--- src/rtl/irn_pkg.sv ---
// ----------------------------------------------------------------------------
// irn_pkg: shared types and constants for the nearest-neighbor image rotator
// Widths, codes, sequencer states and the control bundle that the sequencer
// hands to the arithmetic datapath.
// ----------------------------------------------------------------------------
package irn_pkg;

  // Frame store geometry.
  localparam int MAX_WIDTH       = 256;
  localparam int MAX_HEIGHT      = 256;
  localparam int COL_W           = $clog2(MAX_WIDTH);
  localparam int ROW_W           = $clog2(MAX_HEIGHT);
  localparam int ADDR_W          = COL_W + ROW_W;
  localparam int STORE_DEPTH     = 1 << ADDR_W;

  // Field widths.
  localparam int PIX_W           = 24;
  localparam int COEFF_W         = 16;
  localparam int DIM_W           = 9;
  localparam int POS_W           = 9;
  localparam int BMIN_W          = POS_W + 1;
  localparam int COEFF_FRAC_BITS = 14;

  // Smallest usable source size on either axis.
  localparam int MIN_DIM         = 3;

  // Compare width that holds a clamped size and a load counter plus one.
  localparam int LD_W  = ((COL_W > ROW_W) ? COL_W : ROW_W) + 1;
  localparam int CMP_W = (LD_W > DIM_W) ? LD_W : DIM_W;

  // Shared multiplier operands: A carries a size or a mapped coordinate,
  // B carries a coefficient with room for the negated sine.
  localparam int OPA_W  = (POS_W + 2 > CMP_W + 1) ? POS_W + 2 : CMP_W + 1;
  localparam int OPB_W  = COEFF_W + 1;
  localparam int PROD_W = OPA_W + OPB_W;
  localparam int ACC_W  = PROD_W + 1;

  localparam logic signed [ACC_W-1:0] Q_ONE = ACC_W'(1) << COEFF_FRAC_BITS;

  // The background pixel sits at row 2, column 2 of the source.
  localparam int BG_POS = 2;
  localparam logic [ADDR_W-1:0] BG_ADDR = {ROW_W'(BG_POS), COL_W'(BG_POS)};

  // Configuration port.
  localparam int CFG_IDX_W  = 3;
  localparam int CFG_DATA_W = COEFF_W;

  typedef enum logic [CFG_IDX_W-1:0] {
    CFG_COS    = 3'd0,
    CFG_SIN    = 3'd1,
    CFG_CCW    = 3'd2,
    CFG_WIDTH  = 3'd3,
    CFG_HEIGHT = 3'd4
  } irn_cfg_t;

  localparam logic signed [COEFF_W-1:0] COS_RESET    = 16'sd16384;
  localparam logic signed [COEFF_W-1:0] SIN_RESET    = 16'sd0;
  localparam logic [DIM_W-1:0]          WIDTH_RESET  = 9'd256;
  localparam logic [DIM_W-1:0]          HEIGHT_RESET = 9'd256;

  typedef enum logic {
    OP_LOAD  = 1'b0,
    OP_FETCH = 1'b1
  } irn_op_t;

  typedef struct packed {
    irn_op_t          opcode;
    logic [PIX_W-1:0] src_pixel;
  } irn_in_t;

  typedef struct packed {
    logic [PIX_W-1:0] out_pixel;
    logic [POS_W-1:0] out_col;
    logic [POS_W-1:0] out_row;
    logic             last_of_frame;
  } irn_out_t;

  typedef enum logic [4:0] {
    ST_IDLE,
    ST_B0, ST_B1, ST_B2, ST_B3, ST_B4, ST_B5, ST_B6, ST_B7, ST_B8,
    ST_MX,
    ST_M0, ST_M1, ST_M2, ST_M3, ST_M4,
    ST_RD
  } irn_state_t;

  typedef enum logic [1:0] {
    A_WID,
    A_HGT,
    A_X,
    A_Y
  } irn_opa_t;

  typedef enum logic {
    B_COS,
    B_SIN
  } irn_opb_t;

  typedef enum logic [2:0] {
    ACC_HOLD,
    ACC_LOAD,
    ACC_NEG,
    ACC_ADD,
    ACC_SUB
  } irn_acc_op_t;

  typedef enum logic [1:0] {
    MM_P,
    MM_NEGP,
    MM_ACC
  } irn_mm_src_t;

  typedef struct packed {
    irn_opa_t    mul_a;
    irn_opb_t    mul_b;
    irn_acc_op_t ax_op;
    irn_acc_op_t ay_op;
    logic        mm_clear;
    logic        mm_en;
    logic        mm_y;
    irn_mm_src_t mm_src;
    logic        fin_en;
    logic        fin_y;
    logic        xy_load;
    logic        rd;
  } irn_ctrl_t;

endpackage

--- src/rtl/irn_dpath.sv ---
// ----------------------------------------------------------------------------
// irn_dpath: shared multiplier, accumulators and box logic
// One registered signed multiplier serves both the corner products and the
// inverse mapping; the accumulators and extremes sit behind it.
// ----------------------------------------------------------------------------
module irn_dpath
  import irn_pkg::*;
(
  input  logic                      clk,
  input  logic                      rst,
  input  irn_ctrl_t                 ctrl,
  input  logic signed [COEFF_W-1:0] cos_coeff,
  input  logic signed [COEFF_W-1:0] sin_coeff,
  input  logic                      ccw,
  input  logic [CMP_W-1:0]          w_eff,
  input  logic [CMP_W-1:0]          h_eff,
  input  logic [POS_W-1:0]          emit_col,
  input  logic [POS_W-1:0]          emit_row,
  output logic [POS_W-1:0]          box_cols,
  output logic [POS_W-1:0]          box_rows,
  output logic [ADDR_W-1:0]         rd_addr
);

  logic signed [OPB_W-1:0]  c_val, s_raw, s_val, op_b;
  logic signed [OPA_W-1:0]  op_a, xy_x, xy_y;
  logic signed [PROD_W-1:0] p;
  logic signed [ACC_W-1:0]  p_ext, ax, ay, ax_next, ay_next;
  logic signed [ACC_W-1:0]  mnx, mxx, mny, mxy, cand, cur_mn, cur_mx;
  logic signed [ACC_W-1:0]  fin_mn, fin_mx, min_r, len_r, w_ext, h_ext;
  logic signed [ACC_W-1:0]  ax_q, ay_q;
  logic signed [BMIN_W-1:0] box_min_x, box_min_y, min_sat;
  logic [POS_W-1:0]         len_sat;
  logic                     min_fits, x_ok, y_ok;
  logic [COL_W-1:0]         x_idx;
  logic [ROW_W-1:0]         y_idx;

  assign c_val = {cos_coeff[COEFF_W-1], cos_coeff};
  assign s_raw = {sin_coeff[COEFF_W-1], sin_coeff};
  assign s_val = ccw ? s_raw : -s_raw;

  always_comb begin
    case (ctrl.mul_a)
      A_WID:   op_a = $signed({{(OPA_W-CMP_W){1'b0}}, w_eff});
      A_HGT:   op_a = $signed({{(OPA_W-CMP_W){1'b0}}, h_eff});
      A_X:     op_a = xy_x;
      A_Y:     op_a = xy_y;
      default: op_a = '0;
    endcase
  end

  assign op_b = (ctrl.mul_b == B_COS) ? c_val : s_val;

  always_ff @(posedge clk) begin
    p <= op_a * op_b;
  end

  assign p_ext = {p[PROD_W-1], p};

  always_comb begin
    case (ctrl.ax_op)
      ACC_LOAD: ax_next = p_ext;
      ACC_NEG:  ax_next = -p_ext;
      ACC_ADD:  ax_next = ax + p_ext;
      ACC_SUB:  ax_next = ax - p_ext;
      default:  ax_next = ax;
    endcase
    case (ctrl.ay_op)
      ACC_LOAD: ay_next = p_ext;
      ACC_NEG:  ay_next = -p_ext;
      ACC_ADD:  ay_next = ay + p_ext;
      ACC_SUB:  ay_next = ay - p_ext;
      default:  ay_next = ay;
    endcase
  end

  always_ff @(posedge clk) begin
    ax <= ax_next;
    ay <= ay_next;
  end

  // Running extremes of the rotated corners, the origin included.
  always_comb begin
    case (ctrl.mm_src)
      MM_P:    cand = p_ext;
      MM_NEGP: cand = -p_ext;
      MM_ACC:  cand = ctrl.mm_y ? ay : ax;
      default: cand = p_ext;
    endcase
    cur_mn = ctrl.mm_y ? mny : mnx;
    cur_mx = ctrl.mm_y ? mxy : mxx;
  end

  always_ff @(posedge clk) begin
    if (ctrl.mm_clear) begin
      mnx <= '0;
      mxx <= '0;
      mny <= '0;
      mxy <= '0;
    end else if (ctrl.mm_en) begin
      if (ctrl.mm_y) begin
        mny <= (cand < cur_mn) ? cand : cur_mn;
        mxy <= (cand > cur_mx) ? cand : cur_mx;
      end else begin
        mnx <= (cand < cur_mn) ? cand : cur_mn;
        mxx <= (cand > cur_mx) ? cand : cur_mx;
      end
    end
  end

  // Box origin is floor(min) + 1, box length floor(max - min) + 2, both
  // saturated to their field ranges.
  always_comb begin
    fin_mn   = ctrl.fin_y ? mny : mnx;
    fin_mx   = ctrl.fin_y ? mxy : mxx;
    min_r    = (fin_mn >>> COEFF_FRAC_BITS) + ACC_W'(1);
    len_r    = ((fin_mx - fin_mn) >>> COEFF_FRAC_BITS) + ACC_W'(2);
    min_fits = (&min_r[ACC_W-1:BMIN_W-1]) | ~(|min_r[ACC_W-1:BMIN_W-1]);
    if (min_fits) begin
      min_sat = min_r[BMIN_W-1:0];
    end else if (min_r[ACC_W-1]) begin
      min_sat = {1'b1, {(BMIN_W-1){1'b0}}};
    end else begin
      min_sat = {1'b0, {(BMIN_W-1){1'b1}}};
    end
    if (|len_r[ACC_W-1:POS_W]) begin
      len_sat = '1;
    end else begin
      len_sat = len_r[POS_W-1:0];
    end
  end

  always_ff @(posedge clk) begin
    if (rst) begin
      box_min_x <= '0;
      box_min_y <= '0;
      box_cols  <= '0;
      box_rows  <= '0;
    end else if (ctrl.fin_en) begin
      if (ctrl.fin_y) begin
        box_min_y <= min_sat;
        box_rows  <= len_sat;
      end else begin
        box_min_x <= min_sat;
        box_cols  <= len_sat;
      end
    end
  end

  always_ff @(posedge clk) begin
    if (ctrl.xy_load) begin
      xy_x <= $signed({{(OPA_W-POS_W){1'b0}}, emit_col})
            + $signed({{(OPA_W-BMIN_W){box_min_x[BMIN_W-1]}}, box_min_x});
      xy_y <= $signed({{(OPA_W-POS_W){1'b0}}, emit_row})
            + $signed({{(OPA_W-BMIN_W){box_min_y[BMIN_W-1]}}, box_min_y});
    end
  end

  // Truncation toward zero: a value above minus one maps to a coordinate
  // of at least zero, and negative values in that band land on zero.
  always_comb begin
    w_ext = $signed({{(ACC_W-CMP_W){1'b0}}, w_eff});
    h_ext = $signed({{(ACC_W-CMP_W){1'b0}}, h_eff});
    ax_q  = ax >>> COEFF_FRAC_BITS;
    ay_q  = ay >>> COEFF_FRAC_BITS;
    x_ok  = (ax > -Q_ONE) && (ax[ACC_W-1] || (ax_q < w_ext));
    y_ok  = (ay > -Q_ONE) && (ay[ACC_W-1] || (ay_q < h_ext));
    x_idx = ax[ACC_W-1] ? '0 : ax_q[COL_W-1:0];
    y_idx = ay[ACC_W-1] ? '0 : ay_q[ROW_W-1:0];
    rd_addr = (x_ok && y_ok) ? {y_idx, x_idx} : BG_ADDR;
  end

endmodule

--- config.mk ---
export PLATFORM = sky130hd
export DESIGN_NAME = irn_dpath
export DESIGN_NICKNAME = d
export VERILOG_FILES = /design/src/rtl/irn_pkg.sv /design/src/rtl/irn_dpath.sv
export SDC_FILE = /design/constraint.sdc
export NUM_CORES = 2
export LEC_CHECK = 0
export ABC_AREA = 0
export BUFFER_PORTS_ARGS = -buffer_cell sky130_fd_sc_hd__buf_2
export CAP_MARGIN = 25
export CORE_MARGIN = 2
export CORE_UTILIZATION = 30
export DETAILED_ROUTE_END_ITERATION = 7
export HOLD_SLACK_MARGIN = 0.15
export PLACE_DENSITY = 0.49
export SYNTH_ARGS = -nofsm -noshare
export SYNTH_HDL_FRONTEND = slang
export SYNTH_SLANG_ARGS = --single-unit
--- constraint.sdc ---
create_clock -name clk -period 8.6 [get_ports clk]
set_input_delay 0.86 -clock clk [delete_from_list [all_inputs] [get_ports clk]]
set_output_delay 0.86 -clock clk [all_outputs]
set_load 0.05 [all_outputs]
* Yosys cells after proc, flatten, opt, wreduce, memory -nomap -nowiden *
Cells that the tools add are included.

cells by class
  bitwise operators = 4
  multipliers = 1
  equal/unequal tests = 13
  reduce and logical (&&, ||, !) cells = 15
  muxes and demuxes = 19
  add/sub/neg operators = 11
  order comparisons = 6

operator list
  operator                                                                number
  29-bit one-hot mux with 4 select lines                                  2
  29-bit two-way mux                                                      7
  29-bit by 28-bit adder with 29-bit output                               2
  29-bit by 15-bit > comparator with 1-bit output, second input constant  2
  29-bit one-hot mux with 2 select lines                                  1
  29-bit by 28-bit subtractor with 29-bit output                          2
  11-bit one-hot mux with 4 select lines                                  1
  20-bit OR reduction                                                     2
  17-bit two-way mux                                                      2
  15-bit by 10-bit < comparator with 1-bit output                         2
  29-bit > comparator                                                     1
  29-bit < comparator                                                     1
  28-bit negator with 29-bit output                                       1
  29-bit subtractor                                                       1
  11-bit by 17-bit multiplier with 28-bit output                          1
  10-bit by 10-bit adder with 11-bit output                               2
  10-bit two-way mux                                                      2
  20-bit AND reduction                                                    1
  16-bit negator with 17-bit output                                       1
  15-bit by 2-bit adder with 16-bit output, second input constant         1
  15-bit by 3-bit adder with 16-bit output, second input constant         1
  16-bit two-way mux                                                      1
  8-bit two-way mux                                                       2
  3-bit by 2-bit equality test with 1-bit output, second input constant   4
  other kinds (12)                                                        26

storage, ports and cells
  input port bits = 89
  register bits = 262
  output and inout port bits = 34

* Longest topological paths before layout *
  word-level depth = 6
  gate-level depth with buffers = 29
  gate-level depth less buffers = 28

* Worst setup path before layout *
No wires, ideal clock.

  kind = in2reg
  from = input port ctrl[16] in the netlist's numbering
  to = register p[27]
  slack = 1451 ps
  arrival = 7021 ps
  required time = 8472 ps
  library setup time = 128 ps
  stages on the path = 23
  cell sequence = buf_1 > mux2_2 > nand2_1 > clkbuf_1 > nor2_1 > fa_1 > fa_1 > fa_1 > fa_1 > inv_1 > fa_1 > inv_1 > ha_1 > a21oi_1 > o21ai_0 > nor3_1 > o21ai_0 > o311a_1 > a211oi_1 > o31ai_1 > o41ai_1 > mux2i_1 > nand4_1

on the way
  cells in the longest elaborated chain, start to end = 3
  elaborated cells between the ends (all ways) = 6
  those cells by class = mul (1); eq/ne (3); mux (1); reduce/logical (1)

RTL lines
  element                                             RTL line         source
  start: declaration                                  irn_dpath.sv:11  input irn_ctrl_t ctrl,
  2-bit equality test, or another cell as far along   irn_dpath.sv:42  case (ctrl.mul_a)
  11-bit one-hot mux with 4 select lines (*)          irn_dpath.sv:42
  11-bit by 17-bit multiplier with 28-bit output (*)  irn_dpath.sv:54  p <= op_a * op_b;
  end signal: assignment                              irn_dpath.sv:54
  end: declaration                                    irn_dpath.sv:26  logic signed [PROD_W-1:0] p;

Mark *: on every way between the ends. The rest lies on a longest branch, timed or not.
A chain may end at the register's enable or synchronous reset.

* Worst setup path after layout *
  from = input port sin_coeff[2]
  to = register p[27]

on the way
  cells in the longest elaborated chain, start to end = 4

RTL lines
  element                                             RTL line         source
  start: declaration                                  irn_dpath.sv:13  input logic signed [COEFF_W-1:0] sin_coeff,
  16-bit negator with 17-bit output                   irn_dpath.sv:39  assign s_val = ccw ? s_raw : -s_raw;
  17-bit two-way mux (*)                              irn_dpath.sv:39
  17-bit two-way mux (*)                              irn_dpath.sv:51  assign op_b = (ctrl.mul_b == B_COS) ? c_val : s_val;
  11-bit by 17-bit multiplier with 28-bit output (*)  irn_dpath.sv:54

Marked as above.

==> summary.md <==
| Metric | Value |
|---|---|
| FILL cells | `10000` |
| Post-CTS Resized | `0` |
| Logic depth of the worst register-to-register path | `19` |
| Number of antenna violations at the first check in global routing | `6` |
| Number of enable-type register cells in the synthesized netlist | `80` |
| Number of failing setup endpoints in the final timing report | `0` |
| Overall die width | `313 um` |
| Worst flop-to-flop path endpoint | `mny[3]$_SDFFE_PP0P_` |
| Slew margin rel. | `0.234` |
| HP Start | `mny[27]$_SDFFE_PP0P_` |
| Via count of the first global-routing pass | `24300` |
| Number of input and output port buffers inserted | `121` |
| Period Utilization, post-route | `0.887` |
| Number of top-level design ports | `123` |
| Combinational share of power | `0.746` |
| Maximum number of pins on one net before global-route repair | `81` |
| Net switching fraction of the power | `0.502` |
| TritonCTS clock tree | `done` |
| Clock latency of the later-clocked register in the worst-skew pair | `0.58 ns` |
| Syn_area_per_cell | `8.57 um2` |
| Class of the tightest hold or removal check | `flip-flop to flip-flop` |
| Total number of vias | `24600` |
| Total half-perimeter wirelength after legalization and detailed placement | `70900 um` |
| Sort of element at the start of the critical path | `input port` |
| Routed len/inst | `19.9 um` |
| Max IR drop VDD | `0.000559 V` |
| Nets in the synthesized netlist | `3847` |
| Synth Instances | `3344` |
| TritonCTS Sinks | `262` |
| Start-to-end type of the worst setup path | `input port to flip-flop` |
| Required time worst endpoint | `9.04 ns` |
| First-pass GRT wire length | `145000 um` |
| Skew final | `0.0356 ns` |
| Core Area | `94900 um2` |
| Seq cells post-synth | `262` |
| R2R Path Start | `p[1]$_DFF_P_` |
| Starting DRT DRC Count | `1987` |
| Run status | `complete, no violations` |
| Clock tree buffer depth | `3` |
| Aggregate global routing overflow | `0` |
| Total detailed-routing wirelength | `92900 um` |
| Hold path endpoint | `mny[27]$_SDFFE_PP0P_` |
| DR pass1 iterations | `5` |
| Portion of total power attributed to sequential cells | `0.150` |
| Most common cell after layout, fill and taps aside | `sky130_fd_sc_hd__inv_1` |
| Final GP Congestion | `0.872` |
| Internal reg-to-reg setup slack | `1.53 ns` |
| Clock Tree Root | `sky130_fd_sc_hd__clkbuf_16` |
| Area growth from synthesis to layout | `10.8%` |
| Hold Fails Final Rpt | `0` |
| Setup repair after global routing missed its margin | `false` |
| FF/Latch Area | `6050 um2` |
| Unique masters post-synth | `95` |
| Worst hold slack | `0.488 ns` |
| Number of nets with antenna violations after detailed routing | `0` |
| CTS buffer count | `35` |
| Clock H-tree levels | `2` |
| Post-detailed-route via-to-cell ratio | `5.27` |
| Net Sw Power | `7.60 mW` |
| Final std cells w/o fill | `4666` |
| Worst endpoint data arrival time | `8.06 ns` |
| CTS hold repair buffers | `0` |
| Max Slew Vio Count | `0` |
| Die outline area | `98000 um2` |
| Maximum Capacitance Violations | `0` |
| Pint | `7.53 mW` |
| Leakage power total | `13.8 nW` |
| DRC errors left | `0` |
| Number of buffers inserted by post-CTS setup repair | `0` |
| Y dimension of the die | `313 um` |
| Total number of nets in the final design | `3876` |
| Highest fanout seen on the critical path | `7` |
| Setup TNS | `0 ns` |
| Total global routing track utilization | `0.189` |
| Number of warnings reported in the yosys synthesis log | `0` |
| Standard-cell rows | `113` |
| Clock period minus worst slack | `7.63 ns` |
| Worst hold path depth | `2` |
| Worst Tran Pin Value | `1.15 ns` |
| Inst Count DP | `4599` |
| Starting density of the core | `0.302` |
| Clock slew at the register clock pins of the worst setup and hold paths | `0.06 ns` |
| Most used flip-flop cell after synthesis | `sky130_fd_sc_hd__dfxtp_1` |
| Timing-limited maximum frequency | `131 MHz` |
| Fraction of power consumed by the clock network | `0.104` |
| Power density of the placed cells | `477 nW/um2` |
| Share of layout cells above drive strength 1 | `0.101` |
| Post-synth design cell area | `28600 um2` |
| Synth async-reset ratio | `0` |
| Portion of the post-synthesis area used by sequential elements | `0.211` |
| Category of the worst setup path capture point | `flip-flop` |
| Multi-input combinational cell area | `20600 um2` |
| Commonest cells after routing, fill and taps aside | `326 x sky130_fd_sc_hd__inv_1, 278 x sky130_fd_sc_hd__nor2_1, 237 x sky130_fd_sc_hd__ha_1, 216 x sky130_fd_sc_hd__nand2_1, 185 x sky130_fd_sc_hd__o21ai_0` |
-- worst max-delay path: stages --
cell                       delay (ns)
sky130_fd_sc_hd__buf_2           0.12
sky130_fd_sc_hd__nor2_1          0.17
sky130_fd_sc_hd__nand3_1         0.13
sky130_fd_sc_hd__nor3_1          0.26
sky130_fd_sc_hd__a21oi_1         0.13
sky130_fd_sc_hd__xnor2_1         0.16
sky130_fd_sc_hd__a21oi_1         0.60
sky130_fd_sc_hd__nand2_1         0.16
sky130_fd_sc_hd__fa_1            0.50
sky130_fd_sc_hd__fa_1            0.51
sky130_fd_sc_hd__inv_1           0.05
sky130_fd_sc_hd__fa_1            0.46
sky130_fd_sc_hd__fa_1            0.55
sky130_fd_sc_hd__inv_1           0.06
sky130_fd_sc_hd__fa_1            0.56
sky130_fd_sc_hd__inv_1           0.05
sky130_fd_sc_hd__ha_1            0.35
sky130_fd_sc_hd__a21oi_1         0.19
sky130_fd_sc_hd__o21ai_0         0.14
sky130_fd_sc_hd__nor3_1          0.14
sky130_fd_sc_hd__o21ai_0         0.11
sky130_fd_sc_hd__o311a_1         0.21
sky130_fd_sc_hd__a211oi_1        0.42
sky130_fd_sc_hd__o31ai_1         0.21
sky130_fd_sc_hd__o41ai_1         0.61
sky130_fd_sc_hd__mux2i_1         0.26
sky130_fd_sc_hd__nand4_1         0.09
-- area by class of cell --
class                           instances  share of cell area
Clock inverter                         17             0.00572
Multi-Input combinational cell       2575               0.649
Clock buffer                           46              0.0328
Antenna cell                            2            0.000158
Timing Repair Buffer                  170              0.0326
Tap cell                             1265              0.0499
Sequential cell                       262               0.190
Inverter                              329              0.0389
-- per-stage QoR --
stage | total power [mW] | utilization | worst slack [ns] | area (um2)
after floorplan | 10.9 | - | 1.45 | 28600
after global placement | 13.6 | 0.321 | 0.548 | 30500
after detailed placement | 13.6 | 0.321 | 0.512 | 30500
after CTS | 15.3 | 0.334 | 1.06 | 31700
after global routing | 16.9 | 0.334 | 0.509 | 31700
final | 15.1 | 0.335 | 0.975 | 31700
-- metal layers --
layer,GRT usage,vias to the layer above,wire length [um]
li1,-,11800,-
met1,0.271,12000,43500
met2,0.299,713,41300
met3,0.0240,114,5600
met4,0.0510,4,2380
met5,0,-,25
-- cells by family (layout without fill, tap and decap cells) --
logic type,count (synthesis),count (layout),synth area share
AND/OR/NAND/NOR,960,960,0.169
AO/OA/AOI/OAI,794,794,0.182
buffers and inverters,507,562,0.0711
adder cells (fa/ha/maj),414,414,0.227
flip-flops,262,262,0.211
multiplexers,221,221,0.0833
XOR/XNOR,186,186,0.0569
other,0,2,0
-- power by group through the flow --
| stage | clock network (mW) | registers, mW | logic, mW |
|---|---|---|---|
| after floorplan | 0 | 1.95 | 8.99 |
| after global placement | 0 | 2.28 | 11.4 |
| after global routing | 1.65 | 2.30 | 12.9 |
| final | 1.57 | 2.27 | 11.3 |
| after detailed placement | 0 | 2.27 | 11.4 |
| after CTS | 1.60 | 2.25 | 11.5 |
-- cell usage after synthesis, drive strengths merged (6+ instances only) --
master	number	area [um2]
buf	38	200
o31ai	13	116
fa	175	3500
o221ai	14	123
and3	19	121
o21a	26	195
mux2	59	664
edfxtp	80	2400
nand3b	66	495
or3	14	95.1
a21o	100	752
a22oi	52	390
a311oi	24	210
xnor2	142	1240
a221o	13	131
o21bai	17	128
mux2i	154	1540
o22ai	47	294
nor2	278	1040
xor2	44	385
nand3	52	260
ha	239	2990
a221oi	15	131
clkbuf	137	574
nand4	28	181
nand2b	108	676
a31oi	14	87.6
nand2	217	817
a211oi	39	293
mux4	8	180
and2	38	243
nor4	21	131
o21ai	187	936
a211o	7	61.3
o211ai	15	118
or4	6	45.0
dfxtp	182	3640
inv	327	1230
a21oi	168	848
nor2b	32	200
nor3	57	300
-- sequential cells by signal, indices dropped and copies added (netlist names) --
register   cells
ax            29
ay            29
box_cols       9
box_min_x     10
box_min_y     10
box_rows       9
mnx           29
mny           29
mxx           29
mxy           29
p             28
xy_x          11
xy_y          11
-- worst max-delay path by stage --
stage / from / endpoint / slack (ns) / depth (start not counted)
finish: sin_coeff[2] / p[27]$_DFF_P_ / 0.97 / 27
global route: sin_coeff[2] / p[27]$_DFF_P_ / 0.51 / 27
CTS: sin_coeff[2] / p[27]$_DFF_P_ / 1.06 / 27
detailed placement: sin_coeff[2] / p[27]$_DFF_P_ / 0.51 / 27
global placement: sin_coeff[2] / p[27]$_DFF_P_ / 0.55 / 27
floorplan: ctrl[16] / p[27]$_DFF_P_ / 1.45 / 23
No activity file was read; power rests on OpenSTA's default activity.
