[src/rtl/irn_pkg.sv]
// ----------------------------------------------------------------------------
// irn_pkg: shared types and constants for the nearest-neighbor image rotator
// Widths, codes, sequencer states and the control bundle that the sequencer
// hands to the arithmetic datapath.
// ----------------------------------------------------------------------------
package irn_pkg;

  // Frame store geometry.
  localparam int MAX_WIDTH       = 256;
  localparam int MAX_HEIGHT      = 256;
  localparam int COL_W           = $clog2(MAX_WIDTH);
  localparam int ROW_W           = $clog2(MAX_HEIGHT);
  localparam int ADDR_W          = COL_W + ROW_W;
  localparam int STORE_DEPTH     = 1 << ADDR_W;

  // Field widths.
  localparam int PIX_W           = 24;
  localparam int COEFF_W         = 16;
  localparam int DIM_W           = 9;
  localparam int POS_W           = 9;
  localparam int BMIN_W          = POS_W + 1;
  localparam int COEFF_FRAC_BITS = 14;

  // Smallest usable source size on either axis.
  localparam int MIN_DIM         = 3;

  // Compare width that holds a clamped size and a load counter plus one.
  localparam int LD_W  = ((COL_W > ROW_W) ? COL_W : ROW_W) + 1;
  localparam int CMP_W = (LD_W > DIM_W) ? LD_W : DIM_W;

  // Shared multiplier operands: A carries a size or a mapped coordinate,
  // B carries a coefficient with room for the negated sine.
  localparam int OPA_W  = (POS_W + 2 > CMP_W + 1) ? POS_W + 2 : CMP_W + 1;
  localparam int OPB_W  = COEFF_W + 1;
  localparam int PROD_W = OPA_W + OPB_W;
  localparam int ACC_W  = PROD_W + 1;

  localparam logic signed [ACC_W-1:0] Q_ONE = ACC_W'(1) << COEFF_FRAC_BITS;

  // The background pixel sits at row 2, column 2 of the source.
  localparam int BG_POS = 2;
  localparam logic [ADDR_W-1:0] BG_ADDR = {ROW_W'(BG_POS), COL_W'(BG_POS)};

  // Configuration port.
  localparam int CFG_IDX_W  = 3;
  localparam int CFG_DATA_W = COEFF_W;

  typedef enum logic [CFG_IDX_W-1:0] {
    CFG_COS    = 3'd0,
    CFG_SIN    = 3'd1,
    CFG_CCW    = 3'd2,
    CFG_WIDTH  = 3'd3,
    CFG_HEIGHT = 3'd4
  } irn_cfg_t;

  localparam logic signed [COEFF_W-1:0] COS_RESET    = 16'sd16384;
  localparam logic signed [COEFF_W-1:0] SIN_RESET    = 16'sd0;
  localparam logic [DIM_W-1:0]          WIDTH_RESET  = 9'd256;
  localparam logic [DIM_W-1:0]          HEIGHT_RESET = 9'd256;

  typedef enum logic {
    OP_LOAD  = 1'b0,
    OP_FETCH = 1'b1
  } irn_op_t;

  typedef struct packed {
    irn_op_t          opcode;
    logic [PIX_W-1:0] src_pixel;
  } irn_in_t;

  typedef struct packed {
    logic [PIX_W-1:0] out_pixel;
    logic [POS_W-1:0] out_col;
    logic [POS_W-1:0] out_row;
    logic             last_of_frame;
  } irn_out_t;

  typedef enum logic [4:0] {
    ST_IDLE,
    ST_B0, ST_B1, ST_B2, ST_B3, ST_B4, ST_B5, ST_B6, ST_B7, ST_B8,
    ST_MX,
    ST_M0, ST_M1, ST_M2, ST_M3, ST_M4,
    ST_RD
  } irn_state_t;

  typedef enum logic [1:0] {
    A_WID,
    A_HGT,
    A_X,
    A_Y
  } irn_opa_t;

  typedef enum logic {
    B_COS,
    B_SIN
  } irn_opb_t;

  typedef enum logic [2:0] {
    ACC_HOLD,
    ACC_LOAD,
    ACC_NEG,
    ACC_ADD,
    ACC_SUB
  } irn_acc_op_t;

  typedef enum logic [1:0] {
    MM_P,
    MM_NEGP,
    MM_ACC
  } irn_mm_src_t;

  typedef struct packed {
    irn_opa_t    mul_a;
    irn_opb_t    mul_b;
    irn_acc_op_t ax_op;
    irn_acc_op_t ay_op;
    logic        mm_clear;
    logic        mm_en;
    logic        mm_y;
    irn_mm_src_t mm_src;
    logic        fin_en;
    logic        fin_y;
    logic        xy_load;
    logic        rd;
  } irn_ctrl_t;

endpackage

[src/rtl/irn_seq.sv]
// ----------------------------------------------------------------------------
// irn_seq: step sequencer for the rotator
// Walks the bounding-box steps at the start of a frame, then the four
// multiplies of the inverse mapping and the store read for every fetch.
// ----------------------------------------------------------------------------
module irn_seq
  import irn_pkg::*;
(
  input  logic      clk,
  input  logic      rst,
  input  logic      fetch_go,
  input  logic      frame_start,
  output logic      busy,
  output irn_ctrl_t ctrl
);

  irn_state_t state, state_next;

  always_ff @(posedge clk) begin
    if (rst) begin
      state <= ST_IDLE;
    end else begin
      state <= state_next;
    end
  end

  always_comb begin
    state_next = state;
    case (state)
      ST_IDLE: begin
        if (fetch_go) begin
          state_next = frame_start ? ST_B0 : ST_MX;
        end
      end
      ST_B0:   state_next = ST_B1;
      ST_B1:   state_next = ST_B2;
      ST_B2:   state_next = ST_B3;
      ST_B3:   state_next = ST_B4;
      ST_B4:   state_next = ST_B5;
      ST_B5:   state_next = ST_B6;
      ST_B6:   state_next = ST_B7;
      ST_B7:   state_next = ST_B8;
      ST_B8:   state_next = ST_MX;
      ST_MX:   state_next = ST_M0;
      ST_M0:   state_next = ST_M1;
      ST_M1:   state_next = ST_M2;
      ST_M2:   state_next = ST_M3;
      ST_M3:   state_next = ST_M4;
      ST_M4:   state_next = ST_RD;
      ST_RD:   state_next = ST_IDLE;
      default: state_next = ST_IDLE;
    endcase
  end

  always_comb begin
    ctrl = '{mul_a: A_WID, mul_b: B_COS, ax_op: ACC_HOLD, ay_op: ACC_HOLD,
             mm_clear: 1'b0, mm_en: 1'b0, mm_y: 1'b0, mm_src: MM_P,
             fin_en: 1'b0, fin_y: 1'b0, xy_load: 1'b0, rd: 1'b0};
    busy = (state != ST_IDLE);
    case (state)
      // Corner products W*c, W*s, H*s, H*c feed the running extremes.
      ST_B0: begin
        ctrl.mul_a    = A_WID;
        ctrl.mul_b    = B_COS;
        ctrl.mm_clear = 1'b1;
      end
      ST_B1: begin
        ctrl.ax_op  = ACC_LOAD;
        ctrl.mm_en  = 1'b1;
        ctrl.mm_src = MM_P;
        ctrl.mul_a  = A_WID;
        ctrl.mul_b  = B_SIN;
      end
      ST_B2: begin
        ctrl.ay_op  = ACC_NEG;
        ctrl.mm_en  = 1'b1;
        ctrl.mm_y   = 1'b1;
        ctrl.mm_src = MM_NEGP;
        ctrl.mul_a  = A_HGT;
        ctrl.mul_b  = B_SIN;
      end
      ST_B3: begin
        ctrl.ax_op  = ACC_ADD;
        ctrl.mm_en  = 1'b1;
        ctrl.mm_src = MM_P;
        ctrl.mul_a  = A_HGT;
        ctrl.mul_b  = B_COS;
      end
      ST_B4: begin
        ctrl.ay_op  = ACC_ADD;
        ctrl.mm_en  = 1'b1;
        ctrl.mm_y   = 1'b1;
        ctrl.mm_src = MM_P;
      end
      ST_B5: begin
        ctrl.mm_en  = 1'b1;
        ctrl.mm_src = MM_ACC;
      end
      ST_B6: begin
        ctrl.mm_en  = 1'b1;
        ctrl.mm_y   = 1'b1;
        ctrl.mm_src = MM_ACC;
      end
      ST_B7: begin
        ctrl.fin_en = 1'b1;
      end
      ST_B8: begin
        ctrl.fin_en = 1'b1;
        ctrl.fin_y  = 1'b1;
      end
      ST_MX: begin
        ctrl.xy_load = 1'b1;
      end
      // x = X*c - Y*s, y = X*s + Y*c through the one multiplier.
      ST_M0: begin
        ctrl.mul_a = A_X;
        ctrl.mul_b = B_COS;
      end
      ST_M1: begin
        ctrl.ax_op = ACC_LOAD;
        ctrl.mul_a = A_Y;
        ctrl.mul_b = B_SIN;
      end
      ST_M2: begin
        ctrl.ax_op = ACC_SUB;
        ctrl.mul_a = A_X;
        ctrl.mul_b = B_SIN;
      end
      ST_M3: begin
        ctrl.ay_op = ACC_LOAD;
        ctrl.mul_a = A_Y;
        ctrl.mul_b = B_COS;
      end
      ST_M4: begin
        ctrl.ay_op = ACC_ADD;
      end
      ST_RD: begin
        ctrl.rd = 1'b1;
      end
      default: begin
        ctrl.rd = 1'b0;
      end
    endcase
  end

endmodule

[config.mk]
export PLATFORM = sky130hd
export DESIGN_NAME = irn_seq
export DESIGN_NICKNAME = d
export VERILOG_FILES = /design/src/rtl/irn_pkg.sv /design/src/rtl/irn_seq.sv
export SDC_FILE = /design/constraint.sdc
export NUM_CORES = 1
export LEC_CHECK = 0
export ABC_CLOCK_PERIOD_IN_PS = 1450
export BUFFER_PORTS_ARGS = -buffer_cell sky130_fd_sc_hd__buf_2
export CAP_MARGIN = 20
export CORE_AREA = 3 3 40 42
export DETAILED_ROUTE_END_ITERATION = 16
export DIE_AREA = 0 0 43 45
export HOLD_SLACK_MARGIN = 0.03
export PLACE_DENSITY = 0.62
export SYNTH_ARGS = -nofsm -noshare
export SYNTH_HDL_FRONTEND = slang
export SYNTH_SLANG_ARGS = --single-unit
[constraint.sdc]
create_clock -name clk -period 1.45 [get_ports clk]
set_input_delay 0.29 -clock clk [delete_from_list [all_inputs] [get_ports clk]]
set_output_delay 0.29 -clock clk [all_outputs]
set_load 0.01 [all_outputs]
-- Word-level counts from Yosys, hierarchy flattened
Cells that the tools add are included.
- word-level logic and storage cells: 40
- input port bits: 4
- bits in registers: 5
- output and inout port bits: 19
- multiplexer cells: 14
- reductions and logical operators: 8
- eq/ne operators: 17
- operators by type and width (cell ; number):
    5-bit one-hot mux with 16 select lines ; 1
    5-bit by 4-bit equality test with 1-bit output, second input constant ; 8
    3-bit one-hot mux with 7 select lines ; 1
    5-bit by 3-bit equality test with 1-bit output, second input constant ; 4
    5-bit by 2-bit equality test with 1-bit output, second input constant ; 2
    3-bit one-hot mux with 3 select lines ; 1
    2-bit OR reduction ; 4
    1-bit two-way mux ; 7
    2-bit one-hot mux with 3 select lines ; 1
    6-bit OR reduction ; 1
    5-bit by 1-bit equality test with 1-bit output, second input constant ; 1
    5-bit equality test, second input constant ; 1
    5-bit zero test ; 1
    5-bit two-way mux ; 1
    5-bit nonzero test ; 1
    4-bit two-way mux ; 1
    2-bit one-hot mux with 2 select lines ; 1
    3-bit OR reduction ; 1
    2-bit != test, second input constant ; 1

-- Logic depth before layout (Yosys ltp)
Gate-level depths: netlist of run 1.
- depth in word-level cells: 3
- mapped depth: 5
- gate-level depth less buffers: 3

-- Worst setup path after synthesis of run 1
OpenSTA, ideal clock, no wires.
- path type: register -> output
- from: reg state[1]
- to: out ctrl[16] (netlist bit)
- arrival time: 1.041 ns
- required time: 1.160 ns
- path buffers: 1
- setup slack: 0.119 ns
- stages on the path, launching flop included: 5
- path through: dfxtp_1 buf_6 nand2b_1 or3b_1 a21oi_1
- RTL lines (what ; line ; RTL):
    from (decl) ; irn_seq.sv:17 ; irn_state_t state, state_next;
    from (signal assigned) ; irn_seq.sv:23 ; state <= state_next;
    to (decl) ; irn_seq.sv:14 ; output irn_ctrl_t ctrl

-- Final worst setup path of run 1
- from: reg state[0]
- to: out busy
- longest elaborated chain between the ends: 1
- RTL lines (what ; line ; RTL):
    5-bit nonzero test ; irn_seq.sv:59 ; busy = (state != ST_IDLE);
    to (decl) ; irn_seq.sv:13 ; output logic busy,
Every way passes these cells.

==> results of run 1 <==
-- worst max-delay path, delay by kind of cell, from the launching register on --
family	cells	cell delay, ns
flip-flops	1	0.34
AND/OR/NAND/NOR	2	0.65
buffers and inverters	1	0.16
-- Yosys cell counts, types with 2 or more instances --
cell	instances
buf_4	3
nor2_1	6
nand2b_1	4
a2111oi_2	2
buf_6	2
buf_2	2
a21oi_1	6
nand2_1	3
nor3_1	10
dfxtp_1	5
nand3b_1	3
nor3b_1	2
-- cell families (layout without fill, tap and decap cells) --
family,count (synthesis),in the layout
AND/OR/NAND/NOR,37,37
AO/OA/AOI/OAI,12,12
buffers and inverters,9,57
flip-flops,5,5
other,1,1
XOR/XNOR,1,1
-- worst paths after layout --
kind / startpoint / end / cells past startpoint
setup / recovery: state[0] / busy / 3
hold / removal: rst / state[3] / 2
setup reg to reg: state[1] / state[3] / 5
hold reg to reg: state[0] / state[1] / 2
-- per-layer routing --
layer,wire length [um],vias to the layer above,GRT usage
li1,-,327,-
met2,1120,32,0.299
met4,33,0,0.0783
met1,897,327,0.178
met3,132,4,0.0359
met5,0,-,0
-- what timing repair did --
action                     in CTS  in global routing
setup endpoints to repair      18                 19
setup buffers                   9                 12
pin swaps                       7                 20
hold buffers                    0                  0
gates cloned                    0                  1
resized for setup              23                 41
-- stage by stage --
| step | total power [mW] | instance area, um2 | TNS, ns |
|---|---|---|---|
| final | 1.22 | 1070 | -1.69 |
| after global routing | 1.29 | 1070 | -2.61 |
| after CTS | 0.890 | 777 | -1.22 |
| after detailed placement | 0.601 | 611 | -0.00681 |
| after global placement | 0.599 | 611 | 0 |
| after floorplan | 0.476 | 478 | 0 |
-- power by group --
group	internal (mW)	total, mW	switching (mW)
sequential	0.167	0.221	0.0536
clock	0.105	0.170	0.0658
combinational	0.444	0.833	0.389
-- cell type report --
type / count / area (um2) / share of cell area
multi-input cells: 51 / 487 / 0.456
clock buffers: 4 / 26.3 / 0.0246
flip-flops and latches: 5 / 114 / 0.107
well taps: 15 / 18.8 / 0.0176
inverters: 1 / 3.75 / 0.00351
repair buffers: 52 / 419 / 0.392
==> results.sh, run 1 <==
export IMPL_outcome="finished, violations left"
export IMPL_violations="setup timing"
export IMPL_core_area_um2=1280
export IMPL_drt_iter0_markers=6
export IMPL_start_util=0.372
export IMPL_layout_worst_path_cycle_share=1.16
export IMPL_fill_cells=75
export IMPL_yosys_area_share_adder=0
export IMPL_netlist_area_leader_share=0.209
export IMPL_grt_max_degree=18
export IMPL_seq_area_frac_synth=0.209
export IMPL_drive_gt1_frac=0.814
export IMPL_hold_violations=0
export IMPL_regMostFlops="state"
export IMPL_synth_compound_area_frac=0.188
export IMPL_setup_viol_count_final=18
export IMPL_drc=0
export IMPL_dp_cells=102
export IMPL_yosysUniqueCellTypes=29
export IMPL_cp_max_fo=4
export IMPL_avgSynthCellArea_um2=7.35
export IMPL_yosys_area_top_type="dfxtp_1"
export IMPL_numCtsBuffers=3
export IMPL_slowest_delay_ns=0.42
export IMPL_timing_hold_ws_ns=0.290
export IMPL_grt_pass1_wl_um=2460
export IMPL_vdd_drop_max_mv=0.770
export IMPL_clock_sinks=5
export IMPL_largestRegisters="state (5)"
export IMPL_avgViaCountPerCell=5.39
export IMPL_min_path_type="input pin to flop"
export IMPL_synth_area_um2=478
export IMPL_synthSimpleGateAreaFrac=0.445
export IMPL_rsz0062_at_grt="yes"
export IMPL_crit_slowest_cell="or4_1"
export IMPL_setup_ws_ns=-0.233
export IMPL_place_hpwl_um=966
export IMPL_grt_pass1_vias=576
export IMPL_synth_area_top_cells="dfxtp_1, nor3_1, a21oi_1"
export IMPL_final_util=0.832
export IMPL_num_rows=13
export IMPL_grt_usage=0.163
export IMPL_synthXorXnorAreaFrac=0.0183
export IMPL_fmax_mhz=594
export IMPL_synth_nets=69
export IMPL_wirelength_um=2180
export IMPL_clockRootBuffer="clkbuf_4"
export IMPL_largest_register_ffs=5
export IMPL_gr_total_overflow=0
export IMPL_fin_cells=128
export IMPL_gp_routability_congestion=0.813
export IMPL_die_area_um2=1940
export IMPL_synthToLayoutAreaGrowth_pct=124
export IMPL_first_pass_iters=4
export IMPL_insertion_delay_ns=0.25
export IMPL_worstPathCellList="or2_1, or4_1, buf_2"
export IMPL_slew_viol_final=0
export IMPL_antenna_found_initial=0
export IMPL_die_x_um=43
export IMPL_p_leak_nw=0.509
export IMPL_dp_slack_ns=-0.00681
export IMPL_ys_flop_type="dfxtp_1"
export IMPL_synth_edf_count=0
export IMPL_cp_arrival_ns=1.39
export IMPL_fin_worst_skew_ns=0.00183
export IMPL_path_class="flop to primary output"
export IMPL_dieHeight_um=45
export IMPL_final_common_cell="buf_2"
export IMPL_io_buffers=21
export IMPL_synth_top_family_by_area="simple AND/OR/NAND/NOR gates"
export IMPL_cts_buffer_depth=2
export IMPL_cts_tree="yes"
export IMPL_async_flop_share=0
export IMPL_critPathCaptureType="primary output"
export IMPL_yosys_mux_area_fraction=0
export IMPL_cp_required_ns=1.16
export IMPL_ios=23
export IMPL_layout_nets=118
export IMPL_synth_seq_cells=5
export IMPL_insertedDiodeCount=0
export IMPL_maxCapViolCount=0
export IMPL_synth_warnings=0
export IMPL_htree_levels=1
export IMPL_synthCells=65
export IMPL_min_period_ns=1.68
export IMPL_layout_common_cells="buf_2, buf_4, buf_6"
export IMPL_wire_per_inst_um=17.0
export IMPL_path_clk_slew_ns=0.05
export IMPL_ant_nets=0
export IMPL_powerDensity_nw_per_um2=1150
export IMPL_critPathLaunchType="flop"
export IMPL_num_vias=690
export IMPL_regToRegSetupSlack_ns=0
No activity file was read; power rests on OpenSTA's default activity.
==> inputs of run 2 (changes only) <==
--- a/config.mk
+++ b/config.mk
@@ -13,6 +13,7 @@
 export DIE_AREA = 0 0 43 45
 export HOLD_SLACK_MARGIN = 0.03
 export PLACE_DENSITY = 0.62
+export SETUP_SLACK_MARGIN = 0.02
 export SYNTH_ARGS = -nofsm -noshare
 export SYNTH_HDL_FRONTEND = slang
 export SYNTH_SLANG_ARGS = --single-unit
==> run 2 against run 1 <==
  * Global-route usage is the same
  * Hold slack unchanged
  * The flow still finishes with violations (setup timing)
  * Sequential share of layout area did not move
  * Die area unchanged
  * Design area unchanged
==> results.sh, run 2 (synthesis gave the netlist of run 1 again) <==
export IMPL_outcome="finished, violations left"
export IMPL_violations="setup timing"
export IMPL_switching_share=0.415
export IMPL_critPathLaunchType="flop"
export IMPL_power_mw=1.22
export IMPL_setup_viol_count_final=18
export IMPL_clock_sinks=5
export IMPL_layout_nets=118
export IMPL_hold_path_end="state[3]"
export IMPL_layout_worst_path_cycle_share=1.16
export IMPL_place_hpwl_um=966
export IMPL_regMostFlops="state"
export IMPL_clockRootBuffer="clkbuf_4"
export IMPL_fmax_mhz=594
export IMPL_regToRegSetupSlack_ns=0
export IMPL_start_util=0.372
export IMPL_cp_max_fo=4
export IMPL_min_from="rst"
export IMPL_timing_hold_ws_ns=0.290
export IMPL_synthToLayoutAreaGrowth_pct=124
export IMPL_whs_path_depth=2
export IMPL_insertedDiodeCount=0
export IMPL_hold_violations=0
export IMPL_fin_worst_skew_ns=0.00183
export IMPL_cts_tree="yes"
export IMPL_numCtsBuffers=3
export IMPL_dieHeight_um=45
export IMPL_dp_slack_ns=-0.00681
export IMPL_met3_length_um=132
export IMPL_cp_required_ns=1.16
export IMPL_ios=23
export IMPL_htree_levels=1
export IMPL_r2r_end="state[3]"
export IMPL_die_x_um=43
export IMPL_setup_ws_ns=-0.233
export IMPL_wl_met2_um=1120
export IMPL_die_area_um2=1940
export IMPL_drive_gt1_frac=0.814
export IMPL_cts_buffer_depth=2
export IMPL_num_rows=13
export IMPL_fill_cells=75
export IMPL_drt_iter0_markers=6
export IMPL_vdd_drop_max_mv=0.770
export IMPL_clockPowerShare=0.139
export IMPL_io_buffers=21
export IMPL_dp_cells=102
export IMPL_path_clk_slew_ns=0.05
export IMPL_final_common_cell="buf_2"
export IMPL_r2r_cells=5
export IMPL_rsz0062_at_grt="yes"
export IMPL_largestRegisters="state (5)"
export IMPL_layout_common_cells="buf_2, buf_4, buf_6"
export IMPL_min_path_type="input pin to flop"
export IMPL_critPathCaptureType="primary output"
export IMPL_wire_per_inst_um=17.0
export IMPL_num_vias=690
export IMPL_p_leak_nw=0.509
export IMPL_insertion_delay_ns=0.25
export IMPL_gr_total_overflow=0
export IMPL_grt_pass1_vias=574
export IMPL_slew_viol_final=0
export IMPL_min_period_ns=1.68
export IMPL_grt_max_degree=18
export IMPL_drc=0
export IMPL_highest_layer="met4"
export IMPL_p_sw_mw=0.508
export IMPL_grt_pass1_wl_um=2460
export IMPL_gp_routability_congestion=0.813
export IMPL_wirelength_um=2180
export IMPL_ant_nets=0
export IMPL_maxCapViolCount=0
export IMPL_path_class="flop to primary output"
export IMPL_grt_usage=0.163
export IMPL_wl_met1_um=897
export IMPL_core_area_um2=1280
export IMPL_cp_arrival_ns=1.39
export IMPL_crit_start="state[0]"
export IMPL_fin_cells=128
export IMPL_first_pass_iters=4
export IMPL_powerDensity_nw_per_um2=1150
export IMPL_p_int_mw=0.716
export IMPL_r2r_start="state[1]"
export IMPL_p_comb_frac=0.680
export IMPL_largest_register_ffs=5
export IMPL_power_share_sequential=0.180
export IMPL_antenna_found_initial=0
export IMPL_avgViaCountPerCell=5.39
==> run 2: cell counts in the layout (fill, tap and decap cells not counted) <==
Identical to the previous run, type by type.
==> run 2: stage by stage <==
stage	cell area (um2)	setup TNS [ns]	util
5_1_grt	1070	-2.61	0.832
3_5_place_dp	611	-0.00681	0.475
3_3_place_gp	611	0	0.475
4_1_cts	777	-1.22	0.605
2_1_floorplan	478	0	-
6_report	1070	-1.69	0.832
==> run 2: timing repair <==
item / CTS / global route
gates resized for setup: 23 / 41
pin swaps: 7 / 20
hold endpoints to repair: 0 / 0
gates cloned: 0 / 1
endpoints found under the setup margin: 18 / 19
hold buffers: 0 / 0
setup buffers: 9 / 12
==> run 2: how the worst max path moves through the flow <==
stage                     endpoint  cells after the start
after CTS                 ctrl[16]                      4
final                         busy                      3
after global routing      ctrl[16]                      4
after detailed placement  ctrl[16]                      4
after floorplan           ctrl[16]                      4
after global placement    ctrl[16]                      4
==> run 2: final cells by class <==
class / count / area, um2 / share of cell area
Multi-Input combinational cell: 51 / 487 / 0.456
Timing Repair Buffer: 52 / 419 / 0.392
Sequential cell: 5 / 114 / 0.107
Clock buffer: 4 / 26.3 / 0.0246
Tap cell: 15 / 18.8 / 0.0176
Inverter: 1 / 3.75 / 0.00351
==> run 2: worst max-delay path, stage by stage (launching register included) <==
cell and delay, ns:
dfxtp_2 0.34, or2_1 0.23, or4_1 0.42, buf_2 0.16
==> run 2: power by group through the flow <==
stage	Clock, mW	Sequential [mW]	Combinational (mW)
detailed placement	0	0.204	0.397
global placement	0	0.204	0.395
CTS	0.161	0.205	0.524
finish	0.170	0.221	0.833
global route	0.179	0.224	0.883
floorplan	0	0.175	0.301
==> run 2: routing by layer <==
| metal | vias to the layer above | track usage |
|---|---|---|
| met5 | - | 0 |
| met4 | 0 | 0.0783 |
| met3 | 4 | 0.0359 |
| met2 | 32 | 0.299 |
| met1 | 327 | 0.178 |
| li1 | 327 | - |
==> inputs of run 3 (changes only) <==
--- a/config.mk
+++ b/config.mk
@@ -17,3 +17,4 @@
 export SYNTH_ARGS = -nofsm -noshare
 export SYNTH_HDL_FRONTEND = slang
 export SYNTH_SLANG_ARGS = --single-unit
+export TNS_END_PERCENT = 10
==> run 3 against run 2 <==
  * The flow still finishes with violations (setup timing)
  * Fmax increased by 3.4%
  * Clock power down 9%
  * Utilization down 27 points
  * Count of clock-buffer cells in the layout unchanged
  * First-iteration DRC count decreased by 33%
  * Combinational power fell by 44%
  * Sequential share of layout area increased by 4.7 points
  * Via count is 18% lower
  * Critical endpoint is now ctrl[8]
==> results.sh, run 3 (synthesis gave the netlist of run 1 again) <==
export IMPL_outcome="finished, violations left"
export IMPL_violations="setup timing"
export IMPL_avgViaCountPerCell=5.26
export IMPL_fin_cells=107
export IMPL_cp_required_ns=1.16
export IMPL_slew_viol_final=0
export IMPL_regMostFlops="state"
export IMPL_power_mw=0.830
export IMPL_synthToLayoutAreaGrowth_pct=49.7
export IMPL_dp_cells=102
export IMPL_cp_max_fo=9
export IMPL_regToRegSetupSlack_ns=0.09
export IMPL_critPathLaunchType="flop"
export IMPL_r2r_start="state[3]"
export IMPL_gr_total_overflow=0
export IMPL_grt_usage=0.148
export IMPL_cts_buffer_depth=2
export IMPL_first_pass_iters=4
export IMPL_setup_viol_count_final=18
export IMPL_min_path_type="input pin to flop"
export IMPL_wirelength_um=1380
export IMPL_io_buffers=21
export IMPL_placed_area_um2=611
export IMPL_fin_worst_skew_ns=0.00262
export IMPL_grt_use_met1=0.171
export IMPL_htree_levels=1
export IMPL_finalInstanceArea_um2=716
export IMPL_drc=0
export IMPL_die_area_um2=1940
export IMPL_dieHeight_um=45
export IMPL_hold_violations=0
export IMPL_gr_max_usage_layer="met2"
export IMPL_r2r_end="state[3]"
export IMPL_r2r_cells=5
export IMPL_min_period_ns=1.63
export IMPL_ant_nets=0
export IMPL_largestRegisters="state (5)"
export IMPL_final_common_cell="buf_2"
export IMPL_timing_hold_ws_ns=0.300
export IMPL_clockRootBuffer="clkbuf_4"
export IMPL_vdd_drop_max_mv=0.517
export IMPL_grt_max_degree=18
export IMPL_drive_gt1_frac=0.554
export IMPL_largest_register_ffs=5
export IMPL_clock_sinks=5
export IMPL_critPathCaptureType="primary output"
export IMPL_ios=23
export IMPL_powerDensity_nw_per_um2=1160
export IMPL_maxCapViolCount=0
export IMPL_gp_routability_congestion=0.813
export IMPL_postCtsHoldBufs=0
export IMPL_met3_usage=0.0319
export IMPL_num_vias=563
export IMPL_min_from="rst"
export IMPL_core_area_um2=1280
export IMPL_layout_nets=97
export IMPL_layout_worst_path_cycle_share=1.12
export IMPL_p_leak_nw=0.339
export IMPL_path_clk_slew_ns=0.04
export IMPL_met2_usage=0.251
export IMPL_num_rows=13
export IMPL_fmax_mhz=615
export IMPL_whs_path_depth=2
export IMPL_wire_per_inst_um=12.9
export IMPL_insertedDiodeCount=0
export IMPL_grt_pass1_vias=553
export IMPL_numCtsBuffers=3
export IMPL_layout_common_cells="buf_2, buf_4, nor3_1"
export IMPL_start_util=0.372
export IMPL_die_x_um=43
export IMPL_cp_arrival_ns=1.34
export IMPL_final_util=0.557
export IMPL_insertion_delay_ns=0.23
export IMPL_hold_path_end="state[3]"
export IMPL_grt_pass1_wl_um=2210
export IMPL_antenna_found_initial=0
export IMPL_setup_ws_ns=-0.177
export IMPL_rsz0062_at_grt="yes"
export IMPL_place_hpwl_um=966
export IMPL_cts_tree="yes"
export IMPL_drt_iter0_markers=4
export IMPL_path_class="flop to primary output"
==> run 3: final cells by class <==
| class | count | area [um2] |
|---|---|---|
| clock buffer | 4 | 26.3 |
| fill | 123 | 569 |
| inverter | 1 | 3.75 |
| multi-input combinational | 51 | 365 |
| sequential | 5 | 110 |
| tap | 15 | 18.8 |
| timing repair buffer | 31 | 191 |
==> run 3: how the worst max path moves through the flow <==
stage	cells past startpoint	startpoint	endpoint
final	4	state[3]	ctrl[8]
after global routing	5	state[3]	ctrl[9]
after CTS	4	state[3]	ctrl[16]
after detailed placement	4	state[3]	ctrl[16]
after global placement	4	state[3]	ctrl[16]
after floorplan	4	state[1]	ctrl[16]
==> run 3: critical path, cell delays in order, from the launching register on <==
cell	delay (ns)
dfxtp_4	0.35
buf_4	0.15
buf_4	0.17
nor4_2	0.25
buf_2	0.18
==> run 3: routing by layer <==
layer,up-vias,part of all wire
li1,287,-
met1,263,0.45
met2,13,0.50
met3,0,0.051
met4,0,0
met5,-,0
==> run 3: power by group <==
group	switching [mW]	internal, mW	total, mW	leakage, nW
Sequential	0.0412	0.168	0.209	0.0431
Clock	0.0505	0.104	0.154	0.0150
Combinational	0.247	0.220	0.467	0.281
Total	0.339	0.491	0.830	0.339
==> run 3: per-stage QoR <==
step	worst slack (ns)	TNS, ns
after floorplan	0.119	0
after global placement	0.00710	0
after detailed placement	-0.00681	-0.00681
after CTS	-0.193	-1.89
after global routing	-0.247	-2.95
final	-0.177	-1.54
==> run 3: what timing repair did <==
action / in CTS / in global routing
pin swaps: 2 / 2
gates resized for setup: 13 / 6
buffers inserted: 1 / 0
endpoints found under the setup margin: 18 / 19
